`src/sv/nlcc_pkg.sv`:
```
// Shared types, character codes and helper functions for the NMEA line checksum checker.
// No dependencies.
package nlcc_pkg;

  localparam logic [7:0] CHAR_LF    = 8'h0A;
  localparam logic [7:0] CHAR_CR    = 8'h0D;
  localparam logic [7:0] CHAR_NUL   = 8'h00;
  localparam logic [7:0] CHAR_SPACE = 8'h20;
  localparam logic [7:0] CHAR_TAB   = 8'h09;
  localparam logic [7:0] CHAR_VT    = 8'h0B;
  localparam logic [7:0] CHAR_FF    = 8'h0C;
  localparam logic [7:0] CHAR_PLUS  = 8'h2B;
  localparam logic [7:0] CHAR_MINUS = 8'h2D;
  localparam logic [7:0] CHAR_ZERO  = 8'h30;
  localparam logic [7:0] CHAR_X_LO  = 8'h78;
  localparam logic [7:0] CHAR_X_UP  = 8'h58;

  localparam logic [7:0] DELIM_RESET = 8'h2A;  // '*'

  typedef enum logic [1:0] {
    RES_MATCH    = 2'd0,
    RES_MISMATCH = 2'd1,
    RES_NO_DELIM = 2'd2
  } result_code_t;

  // Hex field parse phase.
  typedef enum logic [6:0] {
    PH_NONE   = 7'b0000001,
    PH_BLANKS = 7'b0000010,
    PH_SIGNED = 7'b0000100,
    PH_ZERO   = 7'b0001000,
    PH_XPEND  = 7'b0010000,
    PH_DIGITS = 7'b0100000,
    PH_DONE   = 7'b1000000
  } phase_t;

  typedef struct packed {
    phase_t     phase;
    logic [7:0] running_xor;
    logic [7:0] hex_magnitude;
    logic       hex_overflow;
    logic       hex_negative;
    logic       first_byte_seen;
    logic       text_terminated;
    logic       sum_closed;
  } line_state_t;

  localparam line_state_t LINE_CLEAR = '{
    phase:           PH_NONE,
    running_xor:     8'h00,
    hex_magnitude:   8'h00,
    hex_overflow:    1'b0,
    hex_negative:    1'b0,
    first_byte_seen: 1'b0,
    text_terminated: 1'b0,
    sum_closed:      1'b0
  };

  typedef struct packed {
    result_code_t result_code;
    logic [7:0]   computed_sum;
    logic [7:0]   stated_value;
    logic         ended_by_eof;
  } line_result_t;

  // {valid, digit value}
  function automatic logic [4:0] hex_digit(input logic [7:0] b);
    logic [4:0] r;
    r = 5'd0;
    if (b >= 8'h30 && b <= 8'h39) r = {1'b1, 4'(b - 8'h30)};
    else if (b >= 8'h61 && b <= 8'h66) r = {1'b1, 4'(b - 8'h57)};
    else if (b >= 8'h41 && b <= 8'h46) r = {1'b1, 4'(b - 8'h37)};
    return r;
  endfunction

  function automatic logic is_blank(input logic [7:0] b);
    return (b == CHAR_SPACE) || (b == CHAR_TAB) || (b == CHAR_VT) || (b == CHAR_FF);
  endfunction

endpackage

```
`src/sv/nlcc_step.sv`:
```
// Per-byte next-state and line-result logic of the checksum checker (combinational).
// Depends on nlcc_pkg.
module nlcc_step (
  input  nlcc_pkg::line_state_t  cur,
  input  logic [7:0]             data_byte,
  input  logic                   end_of_file,
  input  logic [7:0]             delimiter,
  output nlcc_pkg::line_state_t  next,
  output logic                   res_valid,
  output nlcc_pkg::line_result_t res
);

  logic [4:0] hd;
  logic       digit_ok;
  logic [3:0] digit;
  logic       is_delim;
  logic       ok;

  assign hd       = nlcc_pkg::hex_digit(data_byte);
  assign digit_ok = hd[4];
  assign digit    = hd[3:0];
  assign is_delim = (data_byte == delimiter);

  always_comb begin
    next      = cur;
    res_valid = 1'b0;
    res       = '{result_code: nlcc_pkg::RES_NO_DELIM, computed_sum: cur.running_xor,
                  stated_value: cur.hex_magnitude, ended_by_eof: end_of_file};
    ok        = !cur.hex_overflow && (cur.hex_magnitude == cur.running_xor) &&
                (!cur.hex_negative || (cur.hex_magnitude == 8'h00));

    if (end_of_file || data_byte == nlcc_pkg::CHAR_LF) begin
      res_valid = 1'b1;
      if (delimiter == 8'h00) begin
        res.stated_value = 8'h00;
        if (!cur.first_byte_seen) res.result_code = nlcc_pkg::RES_NO_DELIM;
        else if (cur.running_xor == 8'h00) res.result_code = nlcc_pkg::RES_MATCH;
        else res.result_code = nlcc_pkg::RES_MISMATCH;
      end else if (!cur.sum_closed) begin
        res.result_code = nlcc_pkg::RES_NO_DELIM;
      end else begin
        res.result_code = ok ? nlcc_pkg::RES_MATCH : nlcc_pkg::RES_MISMATCH;
      end
      next = nlcc_pkg::LINE_CLEAR;
    end else if (data_byte == nlcc_pkg::CHAR_CR || cur.text_terminated) begin
      next = cur;
    end else if (data_byte == nlcc_pkg::CHAR_NUL) begin
      next.text_terminated = 1'b1;
    end else begin
      // checksummed span: index 1 up to the first delimiter
      if (cur.first_byte_seen && !cur.sum_closed) begin
        if (is_delim) next.sum_closed = 1'b1;
        else next.running_xor = cur.running_xor ^ data_byte;
      end
      next.first_byte_seen = 1'b1;

      unique case (cur.phase)
        nlcc_pkg::PH_NONE: begin
          if (is_delim) next.phase = nlcc_pkg::PH_BLANKS;
        end
        nlcc_pkg::PH_BLANKS, nlcc_pkg::PH_SIGNED, nlcc_pkg::PH_ZERO,
        nlcc_pkg::PH_XPEND, nlcc_pkg::PH_DIGITS: begin
          priority if (cur.phase == nlcc_pkg::PH_BLANKS &&
                       nlcc_pkg::is_blank(data_byte)) begin
            next.phase = cur.phase;
          end else if (cur.phase == nlcc_pkg::PH_BLANKS &&
                       (data_byte == nlcc_pkg::CHAR_PLUS ||
                        data_byte == nlcc_pkg::CHAR_MINUS)) begin
            next.hex_negative = (data_byte == nlcc_pkg::CHAR_MINUS);
            next.phase        = nlcc_pkg::PH_SIGNED;
          end else if ((cur.phase == nlcc_pkg::PH_BLANKS ||
                        cur.phase == nlcc_pkg::PH_SIGNED) &&
                       data_byte == nlcc_pkg::CHAR_ZERO) begin
            next.phase = nlcc_pkg::PH_ZERO;
          end else if (cur.phase == nlcc_pkg::PH_ZERO &&
                       (data_byte == nlcc_pkg::CHAR_X_LO ||
                        data_byte == nlcc_pkg::CHAR_X_UP)) begin
            next.phase = nlcc_pkg::PH_XPEND;
          end else if (digit_ok) begin
            next.phase = nlcc_pkg::PH_DIGITS;
            if (!cur.hex_overflow) begin
              // mag*16 + d exceeds 255 exactly when the top nibble is nonzero
              if (cur.hex_magnitude[7:4] != 4'h0) begin
                next.hex_overflow  = 1'b1;
                next.hex_magnitude = 8'hFF;
              end else begin
                next.hex_magnitude = {cur.hex_magnitude[3:0], digit};
              end
            end
          end else begin
            next.phase = nlcc_pkg::PH_DONE;
          end
        end
        nlcc_pkg::PH_DONE: begin
          next.phase = nlcc_pkg::PH_DONE;
        end
        default: begin
          next.phase = nlcc_pkg::PH_DONE;
        end
      endcase
    end
  end

endmodule

```
`config.mk`:
```
export PLATFORM = sky130hd
export DESIGN_NAME = nlcc_step
export DESIGN_NICKNAME = d
export VERILOG_FILES = /design/src/sv/nlcc_pkg.sv /design/src/sv/nlcc_step.sv
export SDC_FILE = /design/constraint.sdc
export NUM_CORES = 1
export LEC_CHECK = 0
export ABC_AREA = 1
export ABC_CLOCK_PERIOD_IN_PS = 2000
export BUFFER_PORTS_ARGS = -buffer_cell sky130_fd_sc_hd__buf_2
export CELL_PAD_IN_SITES_DETAIL_PLACEMENT = 1
export CELL_PAD_IN_SITES_GLOBAL_PLACEMENT = 1
export CORE_ASPECT_RATIO = 1.75
export CORE_MARGIN = 2
export CORE_UTILIZATION = 29
export DETAILED_ROUTE_END_ITERATION = 8
export GPL_TIMING_DRIVEN = 0
export PLACE_DENSITY_LB_ADDON = 0.25
export SYNTH_ARGS = -nofsm -noshare
export SYNTH_HDL_FRONTEND = slang
export SYNTH_SLANG_ARGS = --single-unit
```
`constraint.sdc`:
```
create_clock -name vclk -period 2
set_input_delay 0.4 -clock vclk [all_inputs]
set_output_delay 0.4 -clock vclk [all_outputs]
set_load 0.03 [all_outputs]
```
==> summary.txt <==
Yosys
  – Synth Net Count: 391
  – Cell Area, Synth: 1670 sq um
  – Cell variety after synth: 31
  – Sequential element share of the synthesized area: 0
  – Largest family of logic cells by synthesized area: simple AND/OR/NAND/NOR gates
  – Synth area leaders: nand2_1 (20%), nor2_1 (19%), inv_1 (11%)
  – Adder-cell area share of the yosys netlist: 0.0376
  – Avg Inst Size Synth: just under 5 sq um
  – Synth Area in Compound Gates: 0.0902
  – Yosys warnings: 0
  – Mux cell area share after synthesis: 0
  – Synth Instances: 341
  – XOR/XNOR Fraction of Synth Area: 0.0684
  – Area fraction of the dominant cell type after synthesis: 0.196
  – Post-synth top area cell: nand2_1
  – Synth Area in Simple Gates: 0.621

Final layout
  – Multi-input gate area: 2240 sq um
  – Fin area: 3780 sq um
  – Commonest cells after routing, fill and taps aside: buf_2 (55), nor2_4 (45), nand2_2 (45)
  – Post-layout net count: 523
  – FFs & Latches: 0
  – Layout cells sized above 1: 0.686
  – P&R area growth vs syn: 127%
  – Most common cell after layout, fill and taps aside: buf_2
  – Non-Filler Instances: about 550
  – ANT cells: 0
  – Reg area: 0 sq um
  – Clk_buf instances: 0
  – Final-layout fill cell count: 692

Power
  – Peak supply drop: 144 uV
  – Switching pwr: approximately 530 uW
  – Int Pwr: between 300 and 400 uW
  – Flop pwr share: 0
  – Clock Power Share: 0
  – Total power draw: 844 uW
  – Combinational Power Share: 1.000
  – Switching Share: 0.624
  – LEAKAGE: 1.74 nW
  – PD cells: 223 nW/um^2

Global routing
  – Global-route wire length before repair: 16000 microns
  – Grt ovf: 0
  – Largest net degree at the start of global routing: 11
  – Vias in the first global route: 2984
  – Global-route usage over all layers: 0.325
  – Initial antenna violation count: 0

Die
  – IO Pins: 93
  – Starting Density: 0.301
  – Total die area: about 6400 sq um
  – Die Span Y: 104 microns
  – Die width: 61.3 microns
  – Num rows: 36
  – Core footprint: 5540 sq um

STA
  – Final Slew Violations: 0
  – Max-slew headroom: 0.605
  – Final hold slack: 1.17 ns
  – Final setup fails: 35
  – Unrepaired setup endpoints after global routing: yes
  – Worst-Margin Slew: 0.586 ns
  – Total negative slack: -10.30 ns
  – Max Freq: approximately 0.4 GHz
  – Setup WS post-layout: -0.506 ns
  – Final Hold Vio Count: 0
  – Minimum clock period: 2.51 ns
  – Final Cycle Share: 1.25

Route
  – Antenna Violating Nets Remaining: 0
  – DRC: 0
  – Detailed Routing Iterations Pass 1: 5
  – Vias/cell: 5.87
  – Post-Route WL: around 14000 microns
  – DR iter-0 viols: between 200 and 300
  – Via count: 3211
  – Drt wl/cell: 25.6 microns

Critical path
  – Crit path cell chain: buf_12 > clkinv_8 > ha_4 > inv_1 > nand2_2 > nand2_2 > nand2_2 > nand2_4 > buf_4 > nand2_1 > xor2_1 > nor2_4 > nor2_4 > buf_6
  – Critical path fanouts, max: 6
  – Setup crit start kind: input port
  – Kind of end point of the critical path: output pin
  – CP Class: in -> out
  – Slowest cell on crit path: xor2_1
  – Worst Path Buf+Inv: 5
  – CP arrival: 2.11 ns
  – Worst EP required: 1.60 ns
  – CP delay by family, top: simple AND/OR/NAND/NOR gates
  – Crit path top cell by count: nand2_2
  – CP peak stage delay: 0.33 ns

Outcome
  – Failing checks: setup timing
  – Status: finished with violations

Place
  – GPL Wtd Cong: 0.917
  – Placed cell count: 509
  – HPWL after detailed placement: 6260 microns
  – Placed cell areas: about 2400 sq um
  – # port buffers: 92

Clock tree
  – Hold_buf cts: 0

Worst hold path
  – Hold crit path type: in -> out

Flow run
  – Number of max-cap violations: 0
cell families (layout without fill, tap and decap cells):
group / count (synthesis) / count (layout)
adder cells (fa/ha/maj): 5 / 5
XOR/XNOR: 13 / 13
AND/OR/NAND/NOR: 233 / 233
buffers and inverters: 64 / 194
AO/OA/AOI/OAI: 26 / 26
through the flow:
| stage | worst slack, ns | utilization |
|---|---|---|
| detailed placement | -0.555 | 0.439 |
| CTS | -0.228 | 0.604 |
| global route | -0.587 | 0.682 |
| floorplan | -0.0371 | - |
| finish | -0.506 | 0.682 |
| global placement | -0.561 | 0.439 |
repair_timing:
item | 4_1_cts | 5_1_grt
endpoints found under the setup margin | 38 | 39
gates resized for setup | 212 | 86
setup buffers | 21 | 20
pin swaps | 51 | 54
gates cloned | 1 | 0
power groups by stage:
stage	clock [mW]	combinational, mW	sequential (mW)
after floorplan	0	0.344	0
after global placement	0	0.512	0
after detailed placement	0	0.522	0
after CTS	0	0.696	0
after global routing	0	0.873	0
final	0	0.844	0
per-layer routing:
metal / GRT usage / vias to the layer above / wire length [microns]
met5: 0 / - / 0
met1: 0.354 / 1547 / 4740
li1: - / 1324 / -
met4: 0.120 / 0 / 1150
met2: 0.603 / 234 / 7050
met3: 0.0286 / 106 / 1080
cells in the mapped netlist (all sizes together):
cell type,n
buf,13
o22ai,1
nand3,27
nor3,4
inv,50
nand3b,2
a21oi,11
or2,2
nor2,93
o211ai,1
xor2,13
nor4,2
nor3b,1
nand2,93
o21ai,10
a221oi,1
ha,5
clkbuf,1
nand4,9
a31o,1
a31oi,1
worst paths after layout:
check	startpoint	to	slack, ns	depth (start not counted)
worst max-delay path	data_byte[0]	next[7]	-0.51	14
worst min-delay path	end_of_file	res[0]	1.17	3
cell type report:
cell class / instances / share of cell area
inverter: 50 / 0.0636
timing repair buffer: 131 / 0.286
buffer: 13 / 0.0315
tap: 76 / 0.0252
multi-input combinational: 277 / 0.593
No activity file was read; power rests on OpenSTA's default activity.
